**src/bmm_pkg.sv**
```systemverilog
// ----------------------------------------------------------------------------
// bmm_pkg
// Types, codes and byte-lane helpers shared by the boot memory map parser.
// ----------------------------------------------------------------------------
package bmm_pkg;

  localparam int MAX_ENTRIES_DEF = 32;

  localparam logic       KIND_REGION = 1'b0;
  localparam logic       KIND_FINISH = 1'b1;

  localparam logic [1:0] STATUS_END_TAG   = 2'd0;
  localparam logic [1:0] STATUS_TOTAL     = 2'd1;
  localparam logic [1:0] STATUS_MALFORMED = 2'd2;

  localparam logic [31:0] TAG_END       = 32'd0;
  localparam logic [31:0] TAG_MMAP      = 32'd6;
  localparam logic [31:0] REGION_RAM    = 32'd1;
  localparam logic [31:0] HDR_LAST      = 32'd7;
  localparam logic [31:0] TAG_MIN_SIZE  = 32'd8;
  localparam logic [31:0] ENTRY_MIN     = 32'd20;
  localparam logic [31:0] ENTRY_LAST    = 32'd19;
  localparam logic [31:0] ENTRY_START   = 32'd16;
  localparam logic [32:0] ALIGN_ADD     = 33'd7;
  localparam logic [32:0] ALIGN_MASK    = ~33'd7;
  localparam logic [5:0]  COUNT_SAT     = 6'd63;

  typedef enum logic [2:0] {
    PH_IDLE,
    PH_HEADER,
    PH_TAG,
    PH_PENDING,
    PH_DONE
  } phase_t;

  typedef struct packed {
    logic [7:0] data_byte;
    logic       first_byte;
  } item_t;

  typedef struct packed {
    logic        result_kind;
    logic [4:0]  entry_index;
    logic [63:0] region_base;
    logic [63:0] region_length;
    logic [31:0] region_type;
    logic [63:0] available_total;
    logic [5:0]  entry_count;
    logic [1:0]  end_status;
  } result_t;

  function automatic logic [31:0] sat_inc32(input logic [31:0] v);
    return (v == '1) ? v : v + 32'd1;
  endfunction

  function automatic logic [31:0] put_byte32(input logic [31:0] w, input logic [1:0] slot,
                                             input logic [7:0] b);
    logic [31:0] r;
    r = w;
    r[slot*8 +: 8] = b;
    return r;
  endfunction

  function automatic logic [63:0] put_byte64(input logic [63:0] w, input logic [2:0] slot,
                                             input logic [7:0] b);
    logic [63:0] r;
    r = w;
    r[slot*8 +: 8] = b;
    return r;
  endfunction

endpackage

```
**src/bmm_stream_if.sv**
```systemverilog
// ----------------------------------------------------------------------------
// bmm_stream_if
// Valid/ready channel carrying one payload beat.
// ----------------------------------------------------------------------------
interface bmm_stream_if #(parameter type payload_t = logic);
  logic     valid;
  logic     ready;
  payload_t payload;

  modport source (output valid, output payload, input ready);
  modport sink   (input valid, input payload, output ready);
endinterface

```
**src/bmm_core.sv**
```systemverilog
// ----------------------------------------------------------------------------
// bmm_core
// Parse state, one-beat step logic and the result register.
// ----------------------------------------------------------------------------
module bmm_core
  import bmm_pkg::*;
#(
  parameter int MAX_ENTRIES = MAX_ENTRIES_DEF
) (
  input  logic                clk,
  input  logic                rst,
  input  logic                item_valid,
  input  item_t               item,
  output logic                advance,
  bmm_stream_if.source        result
);

  localparam int CNT_W = $clog2(MAX_ENTRIES + 1);

  phase_t             phase, phase_next;
  logic [31:0]        blk_off, blk_off_next;
  logic [31:0]        blk_total, blk_total_next;
  logic [31:0]        tag_kind, tag_kind_next;
  logic [31:0]        tag_size, tag_size_next;
  logic [31:0]        tag_off, tag_off_next;
  logic [31:0]        ent_stride, ent_stride_next;
  logic [31:0]        ent_off, ent_off_next;
  logic [63:0]        f_base, f_base_next;
  logic [63:0]        f_len, f_len_next;
  logic [31:0]        f_type, f_type_next;
  logic [CNT_W-1:0]   count, count_next;
  logic [63:0]        ram_sum, ram_sum_next;

  logic               emit;
  result_t            res;
  logic               out_valid;
  result_t            out_data;

  function automatic logic [5:0] count_out(input logic [CNT_W-1:0] c);
    return (32'(c) > 32'(COUNT_SAT)) ? COUNT_SAT : 6'(c);
  endfunction

  assign advance = item_valid && (!out_valid || result.ready);

  always_comb begin
    logic [31:0] rel;
    logic [31:0] cur;
    logic [31:0] pos;
    logic [32:0] stride8;
    logic        stop;

    phase_next      = phase;
    blk_off_next    = blk_off;
    blk_total_next  = blk_total;
    tag_kind_next   = tag_kind;
    tag_size_next   = tag_size;
    tag_off_next    = tag_off;
    ent_stride_next = ent_stride;
    ent_off_next    = ent_off;
    f_base_next     = f_base;
    f_len_next      = f_len;
    f_type_next     = f_type;
    count_next      = count;
    ram_sum_next    = ram_sum;
    emit            = 1'b0;
    res             = '0;
    rel             = tag_off;
    cur             = blk_off;
    pos             = ent_off;
    stride8         = '0;
    stop            = 1'b0;

    if (phase == PH_PENDING) begin
      emit                = 1'b1;
      res.result_kind     = KIND_FINISH;
      res.available_total = ram_sum;
      res.entry_count     = count_out(count);
      res.end_status      = STATUS_TOTAL;
      phase_next          = PH_DONE;
    end

    if (item.first_byte) begin
      blk_off_next    = '0;
      blk_total_next  = '0;
      tag_kind_next   = '0;
      tag_size_next   = '0;
      tag_off_next    = '0;
      ent_stride_next = '0;
      ent_off_next    = '0;
      f_base_next     = '0;
      f_len_next      = '0;
      f_type_next     = '0;
      count_next      = '0;
      ram_sum_next    = '0;
      phase_next      = PH_HEADER;
    end

    if (phase_next == PH_HEADER) begin
      cur = blk_off_next;
      if (cur < 32'd4) begin
        blk_total_next = put_byte32(blk_total_next, cur[1:0], item.data_byte);
      end
      blk_off_next = sat_inc32(cur);
      if (cur == HDR_LAST) begin
        if (TAG_MIN_SIZE >= blk_total_next) begin
          emit                = 1'b1;
          res                 = '0;
          res.result_kind     = KIND_FINISH;
          res.available_total = ram_sum_next;
          res.entry_count     = count_out(count_next);
          res.end_status      = STATUS_TOTAL;
          phase_next          = PH_DONE;
        end else begin
          phase_next   = PH_TAG;
          tag_off_next = '0;
          ent_off_next = '0;
        end
      end
    end else if (phase_next == PH_TAG) begin
      blk_off_next = sat_inc32(cur);
      if (rel < 32'd4) begin
        tag_kind_next = put_byte32(tag_kind, rel[1:0], item.data_byte);
        if (rel == 32'd3 && tag_kind_next == TAG_END) begin
          emit                = 1'b1;
          res.result_kind     = KIND_FINISH;
          res.available_total = ram_sum;
          res.entry_count     = count_out(count);
          res.end_status      = STATUS_END_TAG;
          phase_next          = PH_DONE;
          stop                = 1'b1;
        end
      end else if (rel < 32'd8) begin
        tag_size_next = put_byte32(tag_size, rel[1:0], item.data_byte);
        if (rel == HDR_LAST && tag_size_next < TAG_MIN_SIZE) begin
          emit                = 1'b1;
          res.result_kind     = KIND_FINISH;
          res.available_total = ram_sum;
          res.entry_count     = count_out(count);
          res.end_status      = STATUS_MALFORMED;
          phase_next          = PH_DONE;
          stop                = 1'b1;
        end
      end else if (rel < 32'd12) begin
        if (tag_kind == TAG_MMAP) begin
          ent_stride_next = put_byte32(ent_stride, rel[1:0], item.data_byte);
        end
      end else if (rel >= ENTRY_START && tag_kind == TAG_MMAP) begin
        if (pos < 32'd8) begin
          f_base_next = put_byte64(f_base, pos[2:0], item.data_byte);
        end else if (pos < 32'd16) begin
          f_len_next = put_byte64(f_len, pos[2:0], item.data_byte);
        end else if (pos < ENTRY_MIN) begin
          f_type_next = put_byte32(f_type, pos[1:0], item.data_byte);
        end
        if (pos == ENTRY_LAST && ent_stride >= ENTRY_MIN &&
            32'(count) < 32'(MAX_ENTRIES) && (rel - ENTRY_LAST) < tag_size) begin
          ram_sum_next        = (f_type_next == REGION_RAM) ? ram_sum + f_len : ram_sum;
          count_next          = CNT_W'(count + 1'b1);
          emit                = 1'b1;
          res.result_kind     = KIND_REGION;
          res.entry_index     = 5'(count);
          res.region_base     = f_base;
          res.region_length   = f_len;
          res.region_type     = f_type_next;
          res.available_total = ram_sum_next;
          res.entry_count     = count_out(count_next);
          res.end_status      = STATUS_END_TAG;
        end
        ent_off_next = ({1'b0, pos} + 33'd1 == {1'b0, ent_stride}) ? '0 : sat_inc32(pos);
      end

      if (!stop) begin
        stride8 = ({1'b0, tag_size_next} + ALIGN_ADD) & ALIGN_MASK;
        if (rel >= HDR_LAST && {1'b0, rel} + 33'd1 == stride8) begin
          if ({1'b0, cur} + 33'd1 >= {1'b0, blk_total}) begin
            if (emit) begin
              phase_next = PH_PENDING;
            end else begin
              emit                = 1'b1;
              res.result_kind     = KIND_FINISH;
              res.available_total = ram_sum;
              res.entry_count     = count_out(count);
              res.end_status      = STATUS_TOTAL;
              phase_next          = PH_DONE;
            end
          end else begin
            tag_off_next    = '0;
            ent_off_next    = '0;
            tag_kind_next   = '0;
            tag_size_next   = '0;
            ent_stride_next = '0;
          end
        end else begin
          tag_off_next = sat_inc32(rel);
        end
      end
    end
  end

  always_ff @(posedge clk) begin
    if (rst) begin
      phase      <= PH_IDLE;
      blk_off    <= '0;
      blk_total  <= '0;
      tag_kind   <= '0;
      tag_size   <= '0;
      tag_off    <= '0;
      ent_stride <= '0;
      ent_off    <= '0;
      f_base     <= '0;
      f_len      <= '0;
      f_type     <= '0;
      count      <= '0;
      ram_sum    <= '0;
    end else if (advance) begin
      phase      <= phase_next;
      blk_off    <= blk_off_next;
      blk_total  <= blk_total_next;
      tag_kind   <= tag_kind_next;
      tag_size   <= tag_size_next;
      tag_off    <= tag_off_next;
      ent_stride <= ent_stride_next;
      ent_off    <= ent_off_next;
      f_base     <= f_base_next;
      f_len      <= f_len_next;
      f_type     <= f_type_next;
      count      <= count_next;
      ram_sum    <= ram_sum_next;
    end
  end

  always_ff @(posedge clk) begin
    if (rst) begin
      out_valid <= 1'b0;
    end else if (advance && emit) begin
      out_valid <= 1'b1;
    end else if (result.ready) begin
      out_valid <= 1'b0;
    end
  end

  always_ff @(posedge clk) begin
    if (advance && emit) begin
      out_data <= res;
    end
  end

  assign result.valid   = out_valid;
  assign result.payload = out_data;

endmodule

```
**src/boot_memory_map_parser.sv**
```systemverilog
// ----------------------------------------------------------------------------
// boot_memory_map_parser
// Streaming parser for the memory map tag of a boot-information block.
//
//   channel  dir  beat                          payload
//   stream   in   one block byte                data_byte, first_byte
//   result   out  one captured region or finish kind, index, base, length,
//                                               type, total, count, status
//
// One byte per cycle while the result channel does not stall; a byte is held in
// the input register and any result it gives is registered in the output register.
// The step logic advances whenever a byte is held and the output register is empty or drained.
// Reset is synchronous and returns the parser to idle, waiting for first_byte.
// A stalled result holds the step; the input register holds one byte and
// stream ready drops until the result drains.
// ----------------------------------------------------------------------------
module boot_memory_map_parser
  import bmm_pkg::*;
#(
  parameter int MAX_ENTRIES = MAX_ENTRIES_DEF
) (
  input  logic         clk,
  input  logic         rst,
  bmm_stream_if.sink   stream,
  bmm_stream_if.source result
);

  logic  item_valid;
  item_t item;
  logic  advance;

  assign stream.ready = !item_valid || advance;

  always_ff @(posedge clk) begin
    if (rst) begin
      item_valid <= 1'b0;
    end else if (stream.ready) begin
      item_valid <= stream.valid;
    end
  end

  always_ff @(posedge clk) begin
    if (stream.valid && stream.ready) begin
      item <= stream.payload;
    end
  end

  bmm_core #(
    .MAX_ENTRIES(MAX_ENTRIES)
  ) u_core (
    .clk       (clk),
    .rst       (rst),
    .item_valid(item_valid),
    .item      (item),
    .advance   (advance),
    .result    (result)
  );

endmodule

```
**src/flat_wrapper.sv**
```systemverilog
// flat-port wrapper written by rule: the top's interface ports become plain ports
module boot_memory_map_parser_flat import bmm_pkg::*;
#(
  parameter int MAX_ENTRIES = MAX_ENTRIES_DEF
)
  (clk, rst, stream_valid, stream_payload, stream_ready, result_valid, result_payload, result_ready);
  bmm_stream_if stream_i ();
  bmm_stream_if result_i ();
  input  logic clk;
  input  logic rst;
  input wire logic [$bits(stream_i.valid)-1:0] stream_valid;
  input wire logic [$bits(stream_i.payload)-1:0] stream_payload;
  output wire logic [$bits(stream_i.ready)-1:0] stream_ready;
  output wire logic [$bits(result_i.valid)-1:0] result_valid;
  output wire logic [$bits(result_i.payload)-1:0] result_payload;
  input wire logic [$bits(result_i.ready)-1:0] result_ready;
  assign stream_i.valid = stream_valid;
  assign stream_i.payload = stream_payload;
  assign stream_ready = stream_i.ready;
  assign result_valid = result_i.valid;
  assign result_payload = result_i.payload;
  assign result_i.ready = result_ready;
  boot_memory_map_parser #(.MAX_ENTRIES(MAX_ENTRIES)) u_core (.clk(clk), .rst(rst), .stream(stream_i), .result(result_i));
endmodule
```
**config.mk**
```make
export PLATFORM = sky130hd
export DESIGN_NAME = boot_memory_map_parser_flat
export DESIGN_NICKNAME = d
export VERILOG_FILES = /design/src/bmm_pkg.sv /design/src/bmm_stream_if.sv /design/src/bmm_core.sv /design/src/boot_memory_map_parser.sv /design/src/flat_wrapper.sv
export SDC_FILE = /design/constraint.sdc
export NUM_CORES = 1
export LEC_CHECK = 0
export ABC_AREA = 1
export BUFFER_PORTS_ARGS = -buffer_cell sky130_fd_sc_hd__buf_4
export CORE_MARGIN = 8
export CORE_UTILIZATION = 57
export CTS_CLUSTER_DIAMETER = 200
export DETAILED_ROUTE_END_ITERATION = 6
export PLACE_DENSITY_LB_ADDON = 0.25
export SLEW_MARGIN = 20
export SYNTH_ARGS = -nofsm -noshare
export SYNTH_HDL_FRONTEND = slang
export SYNTH_SLANG_ARGS = --single-unit
```
**constraint.sdc**
```tcl
create_clock -name clk -period 8.55 [get_ports clk]
set_input_delay 1.71 -clock clk [delete_from_list [all_inputs] [get_ports clk]]
set_output_delay 1.71 -clock clk [all_outputs]
set_load 0.01 [all_outputs]
```
; Word-level counts from Yosys, hierarchy flattened
; Cells that the tools add are included.
[totals]
reg_bits = 461
input_bits = 5
output_inout_bits = 3
elab_cells = 261
[op_classes]
addsub = 15
magnitude_cmp = 15
n_eq_ne = 17
shifts = 8
mux = 171
n_reduce_logical = 18
[op_table]
columns = cell, count
row1 = two-way mux 32 bit, 75
row2 = two-way mux 64 bit, 26
row3 = two-way mux 238 bit, 3
row4 = bitwise mux 32 bit, 5
row5 = "adder 32 x 1 -> 32 bit, second input constant", 4
row6 = bitwise mux 64 bit, 2
row7 = "== test 32 bit, second input constant", 4
row8 = "less-than comparator 32 x 4 -> 1 bit, second input constant", 4
row9 = negation 5 -> 34 bit, 3
row10 = "variable shift 8 x 34 -> 32 bit, first input constant", 3
row11 = "indexed part select 8 x 34 -> 32 bit, first input constant", 3
row12 = "adder 32 x 1 -> 33 bit, second input constant", 3
row13 = "== test 32 x 3 -> 1 bit, second input constant", 3
row14 = two-way mux 72 bit, 1
row15 = adder 64 bit, 1
row16 = "greater-or-equal comparator 32 x 5 -> 1 bit, second input constant", 2
row17 = "less-than comparator 32 x 3 -> 1 bit, second input constant", 2
row18 = "less-than comparator 32 x 5 -> 1 bit, second input constant", 2
row19 = "variable shift 8 x 34 -> 64 bit, first input constant", 1
row20 = "indexed part select 8 x 34 -> 64 bit, first input constant", 1
row21 = two-way mux 6 bit, 8
row22 = two-way mux 3 bit, 14
row23 = two-way mux 1 bit, 37
row24 = negation 6 -> 34 bit, 1
row25 = 23 further kinds, 36

; Depth between registers and ports, before layout
; Gate-level depths: netlist of the first run.
[depth]
depth_word = 25
ltp_mapped = 33
ltp_nobuf = 33

; Modules after synthesis
; A second synthesis of the first run with hierarchy kept.
[unflattened]
cells_unflattened = 4666
area_unflattened_um2 = 25779.7
[modules_own_cells]
columns = mod, n_inst, cells_per_inst, area_per_inst_um2, seq_area_each_um2
row1 = bmm_core, 1, 4658, 25698.4, 4714.5
row2 = boot_memory_map_parser, 1, 8, 81.3, 50.0

; Worst setup path after synthesis of the first run
; OpenSTA, ideal clock, no wires.
[synth_timing]
kind = register to register
from = reg u_core.u_core.blk_off[2]
to = reg u_core.u_core.out_data, in the netlist u_core.u_core.result.payload, enable pin
setup_time_ns = 0.293
t_arrival_ns = 3.964
required_time_ns = 8.257
setup_slack_ns = 4.294
path_stages_with_launch = 31
n_path_buf = 1
synth_period_minus_slack_ns = 4.256
path_cell_list = dfxtp_1 > clkbuf_1 > nand2_1 > nor2_1 > nand2_1 > nor2_1 > nand4_1 > nor2_1 > nand2_1 > nor3_1 > inv_1 > nor3_1 > inv_1 > nor3_1 > inv_1 > nor3_1 > nand2_1 > xor2_1 > inv_1 > ha_1 > nand2_1 > nor2_1 > inv_1 > nor3_1 > and3_1 > nand3b_1 > nand4_1 > inv_1 > nor3_1 > o21ai_0 > nand2_1
[synth_via]
elab_chain_len = 9
elab_cells_between_ends = 16
cone_classes = add/sub: 1 / order compare: 3 / eq/ne: 1 / mux: 10 / reduce/logical: 1
[synth_lines]
columns = item, line_no
row1 = "start, declared", bmm_core.sv:21  ; logic [31:0] blk_off, blk_off_next;
row2 = "start signal, assigned", bmm_core.sv:217  ; blk_off <= blk_off_next;
row3 = two-way mux 32 bit, bmm_core.sv:82  ; if (item.first_byte) begin
row4 = less-than comparator 32 x 3 -> 1 bit, bmm_core.sv:100  ; if (cur < 32'd4) begin
row5 = two-way mux 32 bit, bmm_core.sv:100
row6 = two-way mux 32 bit, bmm_core.sv:98  ; if (phase_next == PH_HEADER) begin
row7 = greater-or-equal comparator 4 x 32 -> 1 bit, bmm_core.sv:105  ; if (TAG_MIN_SIZE >= blk_total_next) begin
row8 = two-way mux 1 bit, bmm_core.sv:105
row9 = two-way mux 1 bit, bmm_core.sv:104  ; if (cur == HDR_LAST) begin
row10 = two-way mux 1 bit *, bmm_core.sv:98
row11 = logical AND 1 bit *, bmm_core.sv:243  ; if (advance && emit) begin
row12 = "end signal, assigned", bmm_core.sv:244  ; out_data <= res;
row13 = "end, declared", bmm_core.sv:37  ; result_t out_data;
; Every way passes the cells marked *; elsewhere a longest branch is shown, timed or not. The select of a mux whose other input is x is not followed.
; A chain may end at the register's enable or synchronous reset.

; Worst setup path after layout of the first run
[layout_timing]
from = reg u_core.u_core.blk_off[0]
to = reg u_core.u_core.ent_stride[20]
[layout_via]
elab_chain_len = 7
[layout_lines]
columns = item, line_no
row1 = adder 32 x 1 -> 33 bit, bmm_core.sv:175  ; if ({1'b0, cur} + 33'd1 >= {1'b0, blk_total}) begin
row2 = greater-or-equal comparator 33 x 32 -> 1 bit, bmm_core.sv:175
row3 = two-way mux 32 bit, bmm_core.sv:175
row4 = two-way mux 32 bit, bmm_core.sv:174  ; if (rel >= HDR_LAST && {1'b0, rel} + 33'd1 == stride8) begin
row5 = two-way mux 32 bit, bmm_core.sv:172  ; if (!stop) begin
row6 = two-way mux 32 bit, bmm_core.sv:119  ; end else if (phase_next == PH_TAG) begin
row7 = two-way mux 32 bit, bmm_core.sv:98
row8 = "end signal, assigned", bmm_core.sv:222  ; ent_stride <= ent_stride_next;
row9 = "end, declared", bmm_core.sv:26  ; logic [31:0] ent_stride, ent_stride_next;
; No other way between the ends.

==> flow_summary_export.csv, run 1 <==
group,metric,value,unit
floorplan,die_area,49710,um2
setup_path,max_stage_delay,0.41,ns
synthesis,ys_types,68,
layout,num-nets-final,4152,
placed_design,place.gp.congestion,1.040,
job,drv_cap,0,
setup_path,start_kind,"flip-flop",
global_route,grtUsageTotal,30.56,%
synthesis,muxShareOfSynthArea,0.08712,%
synthesis,synth_commonest_cells,"nand2_1 (989), inv_1 (512), nor2_1 (509)",
route,drtAntennaViolNets,0,
setup_path,r2r_slack,2.81,ns
synthesis,synth_area_leaders,"dfxtp_1 (19%), nand2_1 (15%), a21oi_1 (8.2%)",
placed_design,dp_hpwl,54920,um
cts,tritoncts,"built",
route,via_count,27394,
synthesis,yosysMostFrequentCell,"nand2_1",
synthesis,ys_warn_count,0,
timing,setup_tns,0,ns
timing,setup-violations-final,0,
timing,clock_skew,0.01375,ns
route,drc,1,
placed_design,dp_slack,2.989,ns
synthesis,synth_compound_area_share,18.70,%
power_and_ir_drop,powerDensity,136.5,nW/um2
route,met3_length,7658,um
run_status,status,"complete, but fails checks",
setup_path,cp.arrival,6.26,ns
synthesis,synthesis.nets,4315,
floorplan,die_x,223.0,um
synthesis,ys_seq_area_share,19.51,%
cts,clkLatencyLatePin,0.59,ns
layout,instances_no_fill,4640,
synthesis,synth_top_family_by_area,"simple AND/OR/NAND/NOR gates",
cts,clockBufferDepth,3,
synthesis,synthAdderAreaFrac,3.895,%
cts,cts-htree-levels,1,
placed_design,placed_cell_area,24040,um2
floorplan,die_h,223.0,um
global_route,grt_max_degree,103,
synthesis,synthesis.instances,4234,
synthesis,ys.flop_type,"dfxtp_1",
global_route,antenna_found_initial,1,
cts,cts_buffers,30,
synthesis,synth_seq_cells,237,
setup_path,slowest_stage,"inv_8",
cts,clk_pin_slew,0.06,ns
cts,cts_root_buf,"clkbuf_16",
placed_design,post-place-cells,4585,
timing,period_share,67.13,%
timing,rsz0062_at_grt,"no",
placed_design,io_buffers,7,
synthesis,yosys.area_share.simple,39.04,%
timing,worst_slew_pin_slew,1.125,ns
run_status,violations,"DRC",
cts,cts_resized,0,
route,dr_wl_met2,34140,um
global_route,grt_pass1_wl,127800,um
floorplan,io_pins,8,
layout,stdcell_area,25040,um2
route,viasPerCell,5.904,
floorplan,start_util,57.19,%
route,met1Wirelength,33960,um
floorplan,core_area,42700,um2
global_route,grt_pass1_vias,24136,
setup_path,crit_path_frequent_cell,"inv_1",
timing,hold_slack,0.4781,ns
layout,area_growth_syn_to_layout,2.557,%
timing,hold_violations,0,
power_and_ir_drop,p_leak,10.55,nW
setup_path,cp_max_fo,72,
synthesis,synth_xor_area_share,4.914,%
layout,drive_above_1_share,5.864,%
route,drt_wl_total,79640,um
synthesis,synth_area,24420,um2
cts,clock-sinks,237,
setup_path,cp.required,9.07,ns
synthesis,synth.top_cell.area_share,19.27,%
route,top_layer,"met4",
timing,slew_headroom,25.00,%
synthesis,yosys.area.top_type,"dfxtp_1",
route,first_iter_violations,3356,
power_and_ir_drop,worst_ir_drop_vdd,0.1534,mV
setup_path,crit_type,"flip-flop to flip-flop",
synthesis,synth_area_per_cell,5.767,um2
route,wl_per_cell,17.16,um
global_route,overflow,0,
timing,fmax,0.1742,GHz
min_path,hp-class,"flip-flop to flip-flop",
timing,slew_violations,0,
synthesis,synthArstFlopShare,0,%
synthesis,synth_edf_count,2,
cts,cts_setup_buffers,0,
floorplan,row_count,76,
timing,min_period,5.739,ns
timing,fin_ws,2.811,ns
route,drtPass1Iterations,7,
setup_path,crit_path_end_kind,"flip-flop",
cts,cts_hold_buf,0,
-- cells by family after synthesis --
family | after synthesis
buffers and inverters | 769
adders and majority gates | 76
muxes | 2
DFF | 237
xor gates and xnor gates | 137
and+or+nand+nor | 2148
AOI/OAI and AO/OA | 865
-- power by group --
part | switching [W] | internal (W)
Combinational | 0.000604 | 0.000261
Sequential | 0.0000743 | 0.00116
Clock | 0.000564 | 0.000755
Total | 0.00124 | 0.00218
-- registers in the layout, indices dropped and copies added (netlist names) --
signal and cells:
u_core.u_core.blk_off 32, u_core.u_core.blk_total 32, u_core.u_core.ent_off 32, u_core.u_core.ent_stride 32
u_core.u_core.tag_kind 32, u_core.u_core.tag_off 32, u_core.u_core.tag_size 32, u_core.u_core.count 6
u_core.u_core.phase 3, u_core.item 1, u_core.item_valid 1, u_core.u_core.result.payload 1
u_core.u_core.result.valid 1
-- path summary, 6_finish.rpt --
check	startpoint	end	depth (start not counted)
worst max-delay path	u_core.u_core.blk_off[0]	u_core.u_core.ent_stride[20]	32
worst min-delay path	u_core.u_core.blk_total[6]	u_core.u_core.blk_total[6]	2
worst max register to register	u_core.u_core.blk_off[0]	u_core.u_core.ent_stride[20]	32
worst min register to register	u_core.u_core.blk_total[6]	u_core.u_core.blk_total[6]	2
-- metal layers --
metal / global-route usage [%] / up-vias
met3: 4.452 / 225
met2: 46.85 / 1480
li1: - / 13516
met5: 0 / -
met1: 41.72 / 12173
met4: 14.42 / 0
-- layout by cell type (no fill, tap or decap), types with 21 or more instances in the layout --
cell type,Yosys,layout
a21oi_1,400,399
a31oi_1,29,29
buf_4,21,32
clkbuf_16,0,31
dfxtp_1,235,234
ha_1,76,76
inv_1,512,506
inv_2,23,26
nand2_1,989,988
nand2_2,41,41
nand3_1,233,233
nand4_1,91,91
nor2_1,509,507
nor3_1,126,126
nor4_1,65,65
o211ai_1,21,21
o21ai_0,334,333
o21ai_1,35,36
xor2_1,122,122
-- metrics by stage --
stage                     utilization, %  total power [W]
after floorplan                        -         0.001888
after global placement             56.29         0.002087
after detailed placement           56.29         0.002092
after CTS                          58.64         0.003410
after global routing               58.64         0.003572
final                              58.65         0.003419
-- critical path, delay by kind of cell (launching register included) --
kind,cells,cell delay (ns)
and+or+nand+nor,19,3.19
buffers and inverters,7,1.00
adders and majority gates,2,0.51
AOI/OAI and AO/OA,3,0.42
DFF,1,0.36
xor gates and xnor gates,1,0.14
-- area by class of cell --
| cell class | count | area, um2 |
|---|---|---|
| clock inverters | 17 | 163.9 |
| well taps | 546 | 683.2 |
| clock buffers | 37 | 838.3 |
| multi-input cells | 3228 | 16290 |
| repair buffers | 32 | 240.2 |
| fillers | 4323 | 17660 |
| diodes | 1 | 2.502 |
| inverters | 542 | 2054 |
| flip-flops and latches | 237 | 4766 |
No activity file was read; power rests on OpenSTA's default activity.
==> run 2: changes to the inputs <==
--- a/config.mk
+++ b/config.mk
@@ -5,7 +5,7 @@
 export SDC_FILE = /design/constraint.sdc
 export NUM_CORES = 1
 export LEC_CHECK = 0
-export ABC_AREA = 1
+export ABC_AREA = 0
 export BUFFER_PORTS_ARGS = -buffer_cell sky130_fd_sc_hd__buf_4
 export CORE_MARGIN = 8
 export CORE_UTILIZATION = 57
==> constraint.sdc (replaced) <==
create_clock -name clk -period 5.9 [get_ports clk]
set_input_delay 1.18 -clock clk [delete_from_list [all_inputs] [get_ports clk]]
set_output_delay 1.18 -clock clk [all_outputs]
set_load 0.01 [all_outputs]
==> run 2 against run 1 <==
  * The run now ends clean
  * Clock skew grew 0.0025 ns
  * Area after synthesis shrank 32%
  * Wire length decreased by 32%
  * Flip-flop and latch count stayed put
  * Sequential share of layout area rose by 7.5 points
  * Critical path type unchanged
  * Critical endpoint is now u_core.u_core.count[3]
  * Highest routed layer unchanged
==> flow_summary_export.csv, run 2 <==
group,metric,value,unit
synthesis,synth_area_per_cell,7.478,um2
global_route,grt_pass1_wl,85550,um
cts,cts_root_buf,"clkbuf_16",
synthesis,ys_warn_count,0,
route,drtPass1Iterations,6,
cts,cts-htree-levels,1,
synthesis,muxShareOfSynthArea,1.306,%
timing,setup_tns,0,ns
route,drtAntennaViolNets,0,
global_route,grt_pass1_vias,15815,
route,dr_wl_met2,23180,um
floorplan,die_x,187.0,um
layout,area_growth_syn_to_layout,7.698,%
cts,clkLatencyLatePin,0.56,ns
synthesis,synthAdderAreaFrac,5.702,%
min_path,hold_depth,1,
timing,worst_slew_pin_slew,1.003,ns
timing,fmax,0.1769,GHz
setup_path,cp_max_fo,10,
synthesis,synthesis.instances,2230,
power_and_ir_drop,p_leak,6.439,nW
route,wl_per_cell,20.87,um
setup_path,start_kind,"flip-flop",
layout,mostFrequentLayoutCells,"dfxtp_1 (235), nor2_1 (223), nand2_1 (169)",
floorplan,row_count,62,
min_path,hp-class,"flip-flop to flip-flop",
power_and_ir_drop,worst_ir_drop_vdd,0.2234,mV
synthesis,synth_edf_count,2,
layout,num-nets-final,2272,
placed_design,place.gp.congestion,0.9528,
power_and_ir_drop,powerDensity,192.2,nW/um2
synthesis,synth_seq_cells,237,
setup_path,cp.arrival,6.05,ns
cts,clk_pin_slew,0.06,ns
layout,n_fill_cell,2640,
setup_path,r2r_start,"u_core.u_core.tag_off[2]",
run_status,status,"finished clean",
layout,diodes,0,
route,viasPerCell,6.503,
layout,drive_above_1_share,6.706,%
synthesis,ys_types,86,
timing,fin_ws,0.2477,ns
route,drc,0,
setup_path,ff2ff_path_depth,21,
setup_path,crit_path_end_kind,"flip-flop",
placed_design,io_buffers,7,
global_route,grt_max_degree,88,
synthesis,yosysMostFrequentCell,"dfxtp_1",
layout,final_common_cell,"dfxtp_1",
timing,setup-violations-final,0,
cts,cts_hold_buf,0,
setup_path,cp.required,6.30,ns
setup_path,crit_type,"flip-flop to flip-flop",
timing,clock_skew,0.01628,ns
floorplan,io_pins,8,
min_path,worstHoldEndpoint,"u_core.u_core.tag_kind[8]",
global_route,antenna_found_initial,0,
cts,cts_buffers,28,
route,drt_wl_total,54080,um
timing,hold_slack,0.4585,ns
synthesis,ys_seq_area_share,28.57,%
synthesis,synth_commonest_cells,"dfxtp_1 (235), nor2_1 (224), nand2_1 (169)",
synthesis,synthesis.nets,2311,
timing,slew_headroom,32.70,%
setup_path,r2r-end,"u_core.u_core.count[3]",
synthesis,yosys.area_share.simple,31.12,%
floorplan,start_util,57.94,%
job,drv_cap,0,
route,via_count,16848,
timing,min_period,5.652,ns
floorplan,die_area,34990,um2
cts,tritoncts,"built",
timing,hold_violations,0,
timing,slew_violations,0,
synthesis,synth_top_family_by_area,"simple AND/OR/NAND/NOR gates",
synthesis,synthArstFlopShare,0,%
cts,clockBufferDepth,3,
synthesis,ys.flop_type,"dfxtp_1",
synthesis,synth_compound_area_share,18.70,%
synthesis,synth_area_leaders,"dfxtp_1 (28%), xnor2_1 (6.5%), ha_1 (5.7%)",
route,first_iter_violations,2042,
route,met3_length,5517,um
global_route,grtUsageTotal,29.59,%
setup_path,r2r_slack,0.25,ns
timing,rsz0062_at_grt,"no",
synthesis,yosys.area.top_type,"dfxtp_1",
floorplan,core_area,28780,um2
placed_design,dp_slack,0.2529,ns
min_path,hp-start,"u_core.u_core.tag_kind[8]",
layout,post-route-util,62.40,%
route,met1Wirelength,23630,um
global_route,overflow,0,
floorplan,die_h,187.0,um
placed_design,dp_hpwl,40250,um
synthesis,synth_area,16680,um2
route,top_layer,"met4",
synthesis,synth.top_cell.area_share,28.21,%
cts,clock-sinks,237,
timing,period_share,95.80,%
synthesis,synth_xor_area_share,8.914,%
run 2: cell types whose count changed in the layout (fill, tap and decap cells not counted), moves of 109 or more:
cell     previous run  this run
xnor2_1            15       124
nor2_1            507       223
nand2_1           988       169
o21ai_0           333       128
nand3_1           233        81
a21oi_1           399       131
inv_1             506       118
run 2: worst max path at each step:
stage | from | end | slack [ns] | cells after the start
6_report | u_core.u_core.tag_off[2] | u_core.u_core.count[3] | 0.25 | 21
5_1_grt | u_core.u_core.tag_off[2] | u_core.u_core.count[3] | 0.06 | 21
2_1_floorplan | u_core.u_core.blk_off[2] | u_core.u_core.ent_off[10] | 1.01 | 22
3_5_place_dp | u_core.u_core.tag_off[2] | u_core.u_core.count[2] | 0.25 | 19
4_1_cts | u_core.u_core.tag_off[2] | u_core.u_core.count[3] | 0.24 | 19
3_3_place_gp | u_core.u_core.tag_off[2] | u_core.u_core.count[3] | 0.36 | 21
run 2: layout make-up:
cell class	count	area, um2	share of cell area, %
inverter	118	442.9	2.466
sequential	237	4765	26.53
tap	384	480.5	2.675
clock inverter	3	15.01	0.08360
multi-input combinational	1747	10990	61.21
timing repair buffer	59	455.4	2.536
clock buffer	43	808.3	4.500
run 2: cells by family after synthesis:
family / Yosys count
AO/OA/AOI/OAI: 490
buffers and inverters: 246
multiplexers: 21
AND/OR/NAND/NOR: 995
adder cells (fa/ha/maj): 76
XOR/XNOR: 165
flip-flops: 237
run 2: what timing repair did:
action | 4_1_cts | 5_1_grt
setup endpoints to repair | 0 | 10
buffers inserted | 0 | 0
resized for setup | 0 | 5
run 2: metrics by stage:
step	cells	area, um2	total power (W)
final	2591	17960	0.003452
after global routing	2591	17960	0.003551
after CTS	2591	17940	0.003471
after detailed placement	2545	17110	0.001860
after global placement	2545	17110	0.001857
after floorplan	2230	16680	0.001784
run 2: routing by layer:
layer	up-vias	track usage [%]
met5	-	0
met3	133	6.637
met4	0	10.72
met2	843	45.17
met1	7953	40.31
li1	7919	-
run 2: critical path, stage by stage (launching register included):
cell      delay (ns)
dfxtp_1         0.46
inv_1           0.27
o21ai_0         0.26
o21ai_0         0.39
nand2_1         0.25
nor2_2          0.32
nand2_1         0.12
xnor2_1         0.14
ha_1            0.30
a21o_1          0.16
a21o_1          0.17
a21o_1          0.17
a21o_1          0.17
a21o_1          0.18
a21o_1          0.18
a21oi_1         0.37
a211oi_1        0.20
or4_1           0.66
nor2_1          0.20
o21ai_0         0.22
a22oi_1         0.24
nor2_1          0.05
run 2: report_power, final:
group / internal (W) / switching (W) / leakage (nW)
logic: 0.0000590 / 0.000156 / 4.13
clock network: 0.000928 / 0.000690 / 0.404
registers: 0.00161 / 0.0000108 / 1.91
